### src/rtl/core/hkd_pkg.sv
// Shared types, key codes and character tables for the HID key decoder.
package hkd_pkg;

    localparam logic [7:0] MASK_SHIFT = 8'h22;
    localparam logic [7:0] MASK_CTRL  = 8'h11;
    localparam logic [7:0] MASK_ALT   = 8'h44;

    localparam logic [7:0] TABLE_LEN  = 8'h39;

    localparam logic [7:0] KEY_A       = 8'h04;
    localparam logic [7:0] KEY_B       = 8'h05;
    localparam logic [7:0] KEY_E       = 8'h08;
    localparam logic [7:0] KEY_F       = 8'h09;
    localparam logic [7:0] KEY_N       = 8'h11;
    localparam logic [7:0] KEY_P       = 8'h13;
    localparam logic [7:0] KEY_Y       = 8'h1C;
    localparam logic [7:0] KEY_Z       = 8'h1D;
    localparam logic [7:0] KEY_ENTER   = 8'h28;
    localparam logic [7:0] KEY_BKSP    = 8'h2A;
    localparam logic [7:0] KEY_DEL     = 8'h4C;
    localparam logic [7:0] ARROW_RIGHT = 8'h4F;
    localparam logic [7:0] ARROW_LEFT  = 8'h50;
    localparam logic [7:0] ARROW_DOWN  = 8'h51;
    localparam logic [7:0] ARROW_UP    = 8'h52;

    localparam logic [6:0] CHAR_NEWLINE = 7'h0A;

    typedef enum logic [3:0] {
        EV_INSERT     = 4'd0,
        EV_BACKSPACE  = 4'd1,
        EV_DELETE     = 4'd2,
        EV_LEFT       = 4'd3,
        EV_RIGHT      = 4'd4,
        EV_UP         = 4'd5,
        EV_DOWN       = 4'd6,
        EV_WORD_LEFT  = 4'd7,
        EV_WORD_RIGHT = 4'd8,
        EV_LINE_START = 4'd9,
        EV_LINE_END   = 4'd10,
        EV_UNDO       = 4'd11,
        EV_REDO       = 4'd12
    } t_event_kind;

    typedef struct packed {
        logic        valid;
        t_event_kind kind;
        logic [6:0]  char_code;
        logic        char_count;
    } t_event;

    // US layout, no shift; codes below TABLE_LEN
    function automatic logic [6:0] plain_char(input logic [5:0] code);
        logic [6:0] ch;
        ch = 7'h00;
        if (code >= KEY_A[5:0] && code <= KEY_Z[5:0]) begin
            ch = 7'h5D + {1'b0, code};
        end else begin
            case (code)
                6'h1E: ch = 7'h31;
                6'h1F: ch = 7'h32;
                6'h20: ch = 7'h33;
                6'h21: ch = 7'h34;
                6'h22: ch = 7'h35;
                6'h23: ch = 7'h36;
                6'h24: ch = 7'h37;
                6'h25: ch = 7'h38;
                6'h26: ch = 7'h39;
                6'h27: ch = 7'h30;
                6'h2C: ch = 7'h20;
                6'h2D: ch = 7'h2D;
                6'h2E: ch = 7'h3D;
                6'h2F: ch = 7'h5B;
                6'h30: ch = 7'h5D;
                6'h31: ch = 7'h5C;
                6'h33: ch = 7'h3B;
                6'h34: ch = 7'h27;
                6'h35: ch = 7'h60;
                6'h36: ch = 7'h2C;
                6'h37: ch = 7'h2E;
                6'h38: ch = 7'h2F;
                default: ch = 7'h00;
            endcase
        end
        return ch;
    endfunction

    // US layout with shift
    function automatic logic [6:0] upper_char(input logic [5:0] code);
        logic [6:0] ch;
        ch = 7'h00;
        if (code >= KEY_A[5:0] && code <= KEY_Z[5:0]) begin
            ch = 7'h3D + {1'b0, code};
        end else begin
            case (code)
                6'h1E: ch = 7'h21;
                6'h1F: ch = 7'h40;
                6'h20: ch = 7'h23;
                6'h21: ch = 7'h24;
                6'h22: ch = 7'h25;
                6'h23: ch = 7'h5E;
                6'h24: ch = 7'h26;
                6'h25: ch = 7'h2A;
                6'h26: ch = 7'h28;
                6'h27: ch = 7'h29;
                6'h2C: ch = 7'h20;
                6'h2D: ch = 7'h5F;
                6'h2E: ch = 7'h2B;
                6'h2F: ch = 7'h7B;
                6'h30: ch = 7'h7D;
                6'h31: ch = 7'h7C;
                6'h33: ch = 7'h3A;
                6'h34: ch = 7'h22;
                6'h35: ch = 7'h7E;
                6'h36: ch = 7'h3C;
                6'h37: ch = 7'h3E;
                6'h38: ch = 7'h3F;
                default: ch = 7'h00;
            endcase
        end
        return ch;
    endfunction

endpackage

### src/rtl/core/hid_key_to_ascii_decoder.sv
// Top level of the HID key to editor event decoder.
// An accepted request passes the input register, then the result register, which
// shows its event with o_strobe.
// Throughput: one request per cycle; o_busy is always low.
// Reset: synchronous active-low i_rst_n clears both stage valid flags.
// The receiver cannot stall; each event is shown for exactly one cycle.
module hid_key_to_ascii_decoder (
    input  logic       i_clk,
    input  logic       i_rst_n,
    input  logic       i_start,
    output logic       o_busy,
    input  logic [7:0] i_modifiers,
    input  logic [7:0] i_usage_code,
    input  logic       i_caps_on,
    output logic       o_strobe,
    output logic       o_event_valid,
    output logic [3:0] o_event_kind,
    output logic [6:0] o_char_code,
    output logic       o_char_count
);

    logic            r_in_valid;
    logic [7:0]      r_modifiers;
    logic [7:0]      r_usage_code;
    logic            r_caps_on;
    logic            r_out_valid;
    hkd_pkg::t_event r_event;
    hkd_pkg::t_event n_event;

    assign o_busy = 1'b0;

    always_ff @(posedge i_clk) begin
        if (!i_rst_n) begin
            r_in_valid  <= 1'b0;
            r_out_valid <= 1'b0;
        end else begin
            r_in_valid  <= i_start && !o_busy;
            r_out_valid <= r_in_valid;
        end
    end

    always_ff @(posedge i_clk) begin
        r_modifiers  <= i_modifiers;
        r_usage_code <= i_usage_code;
        r_caps_on    <= i_caps_on;
        r_event      <= n_event;
    end

    hkd_decode u_decode (
        .i_modifiers  (r_modifiers),
        .i_usage_code (r_usage_code),
        .i_caps_on    (r_caps_on),
        .o_event      (n_event)
    );

    assign o_strobe      = r_out_valid;
    assign o_event_valid = r_event.valid;
    assign o_event_kind  = r_event.kind;
    assign o_char_code   = r_event.char_code;
    assign o_char_count  = r_event.char_count;

    a_request_gives_event: assert property (@(posedge i_clk) disable iff (!i_rst_n)
        (i_start && !o_busy) |=> ##1 o_strobe)
        else $error("accepted request did not give an event");

    a_no_event_is_zero: assert property (@(posedge i_clk) disable iff (!i_rst_n)
        (o_strobe && !o_event_valid) |->
        (o_event_kind == 4'd0 && o_char_code == 7'd0 && o_char_count == 1'b0))
        else $error("swallowed key left nonzero fields");

    a_count_matches_insert: assert property (@(posedge i_clk) disable iff (!i_rst_n)
        o_strobe |->
        (o_char_count == (o_event_valid && o_event_kind == hkd_pkg::EV_INSERT)))
        else $error("char_count disagrees with event kind");

    a_insert_has_char: assert property (@(posedge i_clk) disable iff (!i_rst_n)
        (o_strobe && o_char_count) |-> (o_char_code != 7'd0))
        else $error("insert event without a character");

    a_other_no_char: assert property (@(posedge i_clk) disable iff (!i_rst_n)
        (o_strobe && !o_char_count) |-> (o_char_code == 7'd0))
        else $error("non-insert event carries a character");

endmodule

### src/rtl/core/hkd_decode.sv
// Priority decode of one registered key request into an editor event.
module hkd_decode (
    input  logic [7:0]     i_modifiers,
    input  logic [7:0]     i_usage_code,
    input  logic           i_caps_on,
    output hkd_pkg::t_event o_event
);

    logic       word;
    logic       alt;
    logic       ctrl;
    logic       is_letter;
    logic       shift;
    logic [6:0] ch;

    assign alt       = |(i_modifiers & hkd_pkg::MASK_ALT);
    assign ctrl      = |(i_modifiers & hkd_pkg::MASK_CTRL);
    assign word      = alt | ctrl;
    assign is_letter = (i_usage_code >= hkd_pkg::KEY_A) && (i_usage_code <= hkd_pkg::KEY_Z);
    assign shift     = (|(i_modifiers & hkd_pkg::MASK_SHIFT)) ^ (i_caps_on & is_letter);
    assign ch        = shift ? hkd_pkg::upper_char(i_usage_code[5:0])
                             : hkd_pkg::plain_char(i_usage_code[5:0]);

    always_comb begin
        o_event = '0;
        case (i_usage_code)
            hkd_pkg::KEY_ENTER: begin
                o_event.valid     = 1'b1;
                o_event.kind      = hkd_pkg::EV_INSERT;
                o_event.char_code = hkd_pkg::CHAR_NEWLINE;
            end
            hkd_pkg::KEY_BKSP: begin
                o_event.valid = 1'b1;
                o_event.kind  = hkd_pkg::EV_BACKSPACE;
            end
            hkd_pkg::KEY_DEL: begin
                o_event.valid = 1'b1;
                o_event.kind  = hkd_pkg::EV_DELETE;
            end
            hkd_pkg::ARROW_RIGHT: begin
                o_event.valid = 1'b1;
                o_event.kind  = word ? hkd_pkg::EV_WORD_RIGHT : hkd_pkg::EV_RIGHT;
            end
            hkd_pkg::ARROW_LEFT: begin
                o_event.valid = 1'b1;
                o_event.kind  = word ? hkd_pkg::EV_WORD_LEFT : hkd_pkg::EV_LEFT;
            end
            hkd_pkg::ARROW_DOWN: begin
                o_event.valid = 1'b1;
                o_event.kind  = hkd_pkg::EV_DOWN;
            end
            hkd_pkg::ARROW_UP: begin
                o_event.valid = 1'b1;
                o_event.kind  = hkd_pkg::EV_UP;
            end
            default: begin
                if (alt) begin
                    if (i_usage_code == hkd_pkg::KEY_F) begin
                        o_event.valid = 1'b1;
                        o_event.kind  = hkd_pkg::EV_WORD_RIGHT;
                    end else if (i_usage_code == hkd_pkg::KEY_B) begin
                        o_event.valid = 1'b1;
                        o_event.kind  = hkd_pkg::EV_WORD_LEFT;
                    end
                end else if (ctrl) begin
                    o_event.valid = 1'b1;
                    case (i_usage_code)
                        hkd_pkg::KEY_A: o_event.kind = hkd_pkg::EV_LINE_START;
                        hkd_pkg::KEY_E: o_event.kind = hkd_pkg::EV_LINE_END;
                        hkd_pkg::KEY_P: o_event.kind = hkd_pkg::EV_UP;
                        hkd_pkg::KEY_N: o_event.kind = hkd_pkg::EV_DOWN;
                        hkd_pkg::KEY_B: o_event.kind = hkd_pkg::EV_LEFT;
                        hkd_pkg::KEY_F: o_event.kind = hkd_pkg::EV_RIGHT;
                        hkd_pkg::KEY_Z: o_event.kind = hkd_pkg::EV_UNDO;
                        hkd_pkg::KEY_Y: o_event.kind = hkd_pkg::EV_REDO;
                        default:        o_event.valid = 1'b0;
                    endcase
                end else if (i_usage_code < hkd_pkg::TABLE_LEN && ch != 7'h00) begin
                    o_event.valid     = 1'b1;
                    o_event.kind      = hkd_pkg::EV_INSERT;
                    o_event.char_code = ch;
                end
            end
        endcase
        o_event.char_count = o_event.valid && (o_event.kind == hkd_pkg::EV_INSERT);
    end

endmodule

### config.mk
export PLATFORM = sky130hd
export DESIGN_NAME = hid_key_to_ascii_decoder
export DESIGN_NICKNAME = d
export VERILOG_FILES = /design/src/rtl/core/hkd_pkg.sv /design/src/rtl/core/hid_key_to_ascii_decoder.sv /design/src/rtl/core/hkd_decode.sv
export SDC_FILE = /design/constraint.sdc
export NUM_CORES = 1
export LEC_CHECK = 0
export ABC_AREA = 1
export BUFFER_PORTS_ARGS = -buffer_cell sky130_fd_sc_hd__clkbuf_2
export CORE_ASPECT_RATIO = 0.5
export CORE_UTILIZATION = 51
export CTS_CLUSTER_SIZE = 20
export DETAILED_ROUTE_END_ITERATION = 7
export PLACE_DENSITY_LB_ADDON = 0.15
export REMOVE_ABC_BUFFERS = 1
export SLEW_MARGIN = 20
export SYNTH_ARGS = -nofsm -noshare
export SYNTH_HDL_FRONTEND = slang
export SYNTH_SLANG_ARGS = --single-unit
### constraint.sdc
create_clock -name i_clk -period 2.1 [get_ports i_clk]
set_clock_uncertainty 0.2 [all_clocks]
set_input_delay 0.21 -clock i_clk [delete_from_list [all_inputs] [get_ports i_clk]]
set_output_delay 0.21 -clock i_clk [all_outputs]
set_load 0.02 [all_outputs]
==> After elaboration in Yosys (flattened, before gate mapping) <==
Memories as Yosys holds them, arrays and structs flattened. A register that Yosys moved wholly into a read port is not among the register bits.
Cells that the tools add are included.
{ "op_classes": {"order_cmp": 5, "n_addsub": 2, "bitwise_logic": 3, "n_reduce_logical": 11, "n_eq_ne": 15, "muxes": 16} }
{ "op_table": {"columns": ["op", "n"], "rows": [
  ["$eq A8 B7 Y1 const B", 5],
  ["$mux W7", 5],
  ["$pmux W5 S7", 1],
  ["$eq A8 B5 Y1 const B", 4],
  ["$pmux W4 S8", 1],
  ["$mux W5", 4],
  ["$eq A8 B3 Y1 const B", 2],
  ["$eq A8 B4 Y1 const B", 2],
  ["$eq A8 B6 Y1 const B", 2],
  ["$pmux W7 S2", 1],
  ["$mux W12", 1],
  ["$ge A8 B3 Y1 const B", 1],
  ["$le A8 B5 Y1 const B", 1],
  ["$lt A8 B6 Y1 const B", 1],
  ["$reduce_or A8 Y1", 1],
  ["$add A6 B6 Y7 const A", 1],
  ["$add A7 B6 Y7 const A", 1],
  ["$reduce_bool A7 Y1", 1],
  ["$ge A6 B3 Y1 const B", 1],
  ["$le A6 B5 Y1 const B", 1],
  ["$reduce_or A2 Y1", 3],
  ["$reduce_or A6 Y1", 1],
  ["$logic_and A1 B1 Y1", 4],
  ["$logic_not A4 Y1", 1],
  ["6 further kinds", 6]
]} }
{ "word_totals": {"mem_bits_ro": 896, "out_inout_bits": 15, "n_memories": 2, "register_bits": 31, "inputBits": 20, "elab_cells": 63} }
{ "mem_list": {"columns": ["name", "depth", "width", "read_ports", "rd_ports_with_merged_regs", "wr", "line", "source"], "rows": [
  ["(no name shown)", 64, 7, 1, 1, 0, "hkd_pkg.sv:58", "case (code)"],
  ["(no name shown)", 64, 7, 1, 1, 0, "hkd_pkg.sv:94", "case (code)"]
]} }

==> Depth between registers and ports, before layout <==
{ "logic_depth": {"word_depth": 13, "mapped_depth": 16, "ltp_nobuf": 16} }

==> By module <==
A second synthesis with hierarchy kept.
{ "hier_totals": {"hier_cells": 346, "hier_area_um2": 2195.9} }
{ "by_module_without_submodules": {"columns": ["module", "seq_area_each_um2", "n_inst", "cells_per_inst", "area_per_inst_um2"], "rows": [
  ["hkd_decode", 0.0, 1, 308, 1529.0],
  ["hid_key_to_ascii_decoder", 640.6, 1, 38, 666.9]
]} }

==> Worst setup path after synthesis <==
No wires, ideal clock.
{ "synth_timing": {"path_kind": "reg2reg", "from": "reg r_usage_code[0]", "to": "reg r_event (netlist bit o_char_code[1])", "path_slack_ns": -0.036, "t_required_ns": 1.783, "setup_time_ns": 0.117, "arrival_time_ns": 1.819, "path_buffers": 0, "path_stages_with_launch": 14, "synth_period_minus_slack_ns": 2.136, "cell_sequence": "dfxtp_1 > inv_1 > ha_1 > nor2_2 > nand3_4 > nand2_4 > inv_2 > or2_0 > nand2_1 > nand2_1 > nor2_1 > nand2_2 > nand2_4 > o21ai_1"} }
{ "synth_rtl": {"columns": ["element", "line", "source"], "rows": [
  ["start: declaration", "hid_key_to_ascii_decoder.sv:24", "logic [7:0] r_usage_code;"],
  ["start signal: assignment", "hid_key_to_ascii_decoder.sv:44", "r_usage_code <= i_usage_code;"],
  ["end signal: assignment", "hid_key_to_ascii_decoder.sv:46", "r_event <= n_event;"],
  ["end: declaration", "hid_key_to_ascii_decoder.sv:27", "hkd_pkg::t_event r_event;"]
]} }

==> key figures <==
Run status
  • Status: finished, final reports clean

Cells and area
  • Commonest non-fill, non-tap cells in the layout: nand2_1, inv_1, dfxtp_1
  • Area Growth Syn to Fin: 36.5%
  • Share of cells above drive strength 1: 30.6%
  • Diode count: 0
  • Fin nets: 481
  • Final non-filler cell total: 517
  • Layout fillers: 370
  • Commonest non-fill, non-tap cell in the layout: nand2_1

CTS
  • Worst-path clk slew: 0.08 ns
  • Htree depth: 2
  • Clock buffer depth: 2
  • Clk Latency, worst-skew pair: 0.29 ns
  • Cts bufs inserted: 5
  • Root Buffer: clkbuf_8
  • Clock sink count: 44
  • CTS tree: yes

STA
  • Setup TNS Final: 0 ns
  • Final min period: 2.09 ns
  • Slew Limit Fails: 0
  • Fin. Hold Viols: 0
  • Unrepaired setup endpoints after global routing: yes
  • Final setup margin: 0.00546 ns
  • Fmax: 477 MHz
  • Tcrit/Tclk final: 99.7%
  • Final setup violating endpoints: 0

Power and ir drop
  • Clock power share: 32.0%
  • Switching Power: 0.558 mW
  • Combinational share of power: 22.7%
  • Pwr Total: 1.97 mW
  • Int Pwr: 1.41 mW
  • Pwr dens: 581 nW/um^2
  • Peak supply drop: 0.298 mV
  • Leak: 1.67 nW
  • Sw Share: 28.3%
  • Reg power frac: 45.3%

Die
  • Initial Utilization: 54.9%
  • Die height: 51.4 um
  • Number of core rows: 17
  • Die area: 5180 um^2
  • Die width: 101 um
  • Core Area: 4530 um^2
  • Num ports: 35

Drt
  • Final ANT Viol Nets: 0
  • Via density: 5.00
  • Drt pass-1 iters: 5
  • DR vias: 2,586
  • Drt wl/cell: 12.6 um
  • DRT Wirelength: 6.50 mm
  • DRC viols: 0
  • DRT iter0 DRCs: 122

Min path
  • Hold_sp: i_usage_code[2]
  • Endpoint of the worst hold path: r_usage_code[2]$_DFF_P_
  • Cells on Worst Hold Path: 2
  • Hold/Removal Path Class: in2reg

Setup path
  • Worst R2R Path Depth: 16
  • Setup crit end kind: register
  • R2R setup slack: 0.005 ns
  • Critical R2R Capture: o_char_code[3]$_DFF_P_
  • CP max-delay cell: dfxtp_2
  • Worst path required time: 2.09 ns
  • Setup crit start kind: register
  • Critical path peak fanout: 7
  • Cell Chain, Critical Path: inv_4 -> ha_4 -> nor2_4 -> nand3_4 -> nand2_4 -> inv_4 -> nand2_1 -> nand2_1 -> inv_2 -> nand2_2 -> nand2_1 -> nand2_2 -> nor2_2 -> nand2_2 -> nand2_4 -> o21ai_1
  • Slowest cell delay on critical path: 0.36 ns
  • CP Data Arrival Time: 2.08 ns
  • RR Startpoint: r_usage_code[1]$_DFF_P_
  • Worst Path Class, Setup: reg2reg

GRT
  • Largest net degree at the start of global routing: 21
  • Vias in the first global route: 2,300
  • GR Overflow Total: 0
  • All-Layer GR Usage: 25.8%
  • Global-route wire length before repair: 10.3 mm
  • Antenna violations before repair: 0

Placed design
  • Worst slack, placed: -0.144 ns
  • GP Congestion: 0.862
  • Port Buf Inserts: 31
  • Placed cells: 487
  • Post-DP HPWL: 4.77 mm

Yosys
  • Mean Syn Cell Area: 6.83 um^2
  • Synth Register Bits: 44
  • Syn Std Cell Area: 2490 um^2
  • Warning count from the yosys run: 0
  • Cell count after synthesis: 364
  • Seq/Total Area, Yosys: 35.4%
  • Post-synthesis cell type count: 37

Flow run
  • Total of max-cap violations: 0
-- stage by stage --
stage          area (um^2)  utilization [%]  hold slack (ns)
2_1_floorplan         2460                -           0.0377
3_3_place_gp          2940             64.8            0.112
3_5_place_dp          2940             64.8            0.114
4_1_cts               3260             71.9           0.0665
5_1_grt               3390             74.9           0.0758
6_report              3390             74.9           0.0643
-- power groups by stage --
| stage | clock network [mW] | registers, mW | logic, mW |
|---|---|---|---|
| 6_report | 0.631 | 0.893 | 0.448 |
| 3_3_place_gp | 0 | 0.910 | 0.362 |
| 3_5_place_dp | 0 | 0.911 | 0.369 |
| 4_1_cts | 0.631 | 0.891 | 0.404 |
| 2_1_floorplan | 0 | 0.913 | 0.215 |
| 5_1_grt | 0.667 | 0.898 | 0.494 |
-- cell families (layout without fill, tap and decap cells) --
logic type,after synthesis,count (layout),synth area share (%)
adder cells (fa/ha/maj),11,11,5.53
other,1,1,0.151
AND/OR/NAND/NOR,199,200,37.9
flip-flops,44,44,35.4
AO/OA/AOI/OAI,51,51,11.9
buffers and inverters,57,143,8.75
XOR/XNOR,1,1,0.352
-- what timing repair did --
item | in CTS | in global routing
setup endpoints to repair | 9 | 11
pin swaps | 8 | 14
hold endpoints to repair | 16 | 0
buffers inserted | 1 | 4
gates cloned | 1 | 0
gates resized for setup | 12 | 35
hold buffers | 16 | 0
-- final cells by class --
cell class / instances / area, um^2 / share of cell area, %
timing repair buffer: 83 / 586 / 17.3
tap: 66 / 82.6 / 2.43
inverter: 52 / 203 / 5.97
multi-input combinational: 264 / 1530 / 45.0
clock buffer: 6 / 72.6 / 2.14
clock inverter: 2 / 35.0 / 1.03
sequential: 44 / 890 / 26.2
-- synthesized netlist by cell type --
master | n | area share [%]
nand2_1 | 95 | 14
inv_1 | 45 | 6.8
dfxtp_1 | 44 | 35
nand3_1 | 35 | 7.0
nor2_1 | 32 | 4.8
o21ai_0 | 19 | 3.8
a21oi_1 | 14 | 2.8
ha_1 | 11 | 5.5
nor3_1 | 8 | 1.6
a31oi_1 | 6 | 1.5
inv_2 | 6 | 0.91
nand2_2 | 6 | 1.5
nand2_4 | 5 | 2.3
nor3_2 | 5 | 2.0
o21ai_1 | 4 | 0.80
clkbuf_1 | 3 | 0.45
nor2_2 | 3 | 0.75
nand3_2 | 2 | 0.80
nand4_1 | 2 | 0.50
o211ai_1 | 2 | 0.60
a221oi_1 | 1 | 0.35
a22oi_1 | 1 | 0.30
a311oi_1 | 1 | 0.35
a41oi_1 | 1 | 0.35
and3_1 | 1 | 0.25
buf_1 | 1 | 0.15
buf_4 | 1 | 0.30
clkinv_1 | 1 | 0.15
conb_1 | 1 | 0.15
nand3_4 | 1 | 0.70
nand3b_1 | 1 | 0.30
nor2_4 | 1 | 0.45
o2111ai_1 | 1 | 0.35
o21ai_4 | 1 | 0.65
or2_0 | 1 | 0.25
or2_2 | 1 | 0.25
xor2_1 | 1 | 0.35
-- how the worst max path moves through the flow --
stage,end,cells after the start,slack (ns),startpoint
2_1_floorplan,o_char_code[1]$_DFF_P_,13,-0.04,r_usage_code[0]$_DFF_P_
5_1_grt,o_char_code[1]$_DFF_P_,12,-0.11,r_usage_code[0]$_DFF_P_
3_3_place_gp,o_char_code[1]$_DFF_P_,13,-0.04,r_usage_code[0]$_DFF_P_
4_1_cts,o_char_code[1]$_DFF_P_,16,0.002,r_usage_code[0]$_DFF_P_
6_report,o_char_code[3]$_DFF_P_,16,0.005,r_usage_code[1]$_DFF_P_
3_5_place_dp,o_char_code[1]$_DFF_P_,13,-0.14,r_usage_code[0]$_DFF_P_
-- worst max-delay path: cells and delay by family, from the launching register on --
family / cells / cell delay [ns]
AOI/OAI and AO/OA: 1 / 0.07
adders and majority gates: 1 / 0.17
buffers and inverters: 3 / 0.16
DFF: 1 / 0.36
and+or+nand+nor: 11 / 1.04
-- per-layer routing --
layer / track usage [%] / share of wire [%] / up-vias
met5: 0 / 0 / -
met4: 5.31 / 0.80 / 0
met3: 4.51 / 3.5 / 4
met2: 47.6 / 49 / 60
met1: 32.0 / 47 / 1179
li1: - / - / 1343
No activity file was read; power rests on OpenSTA's default activity.
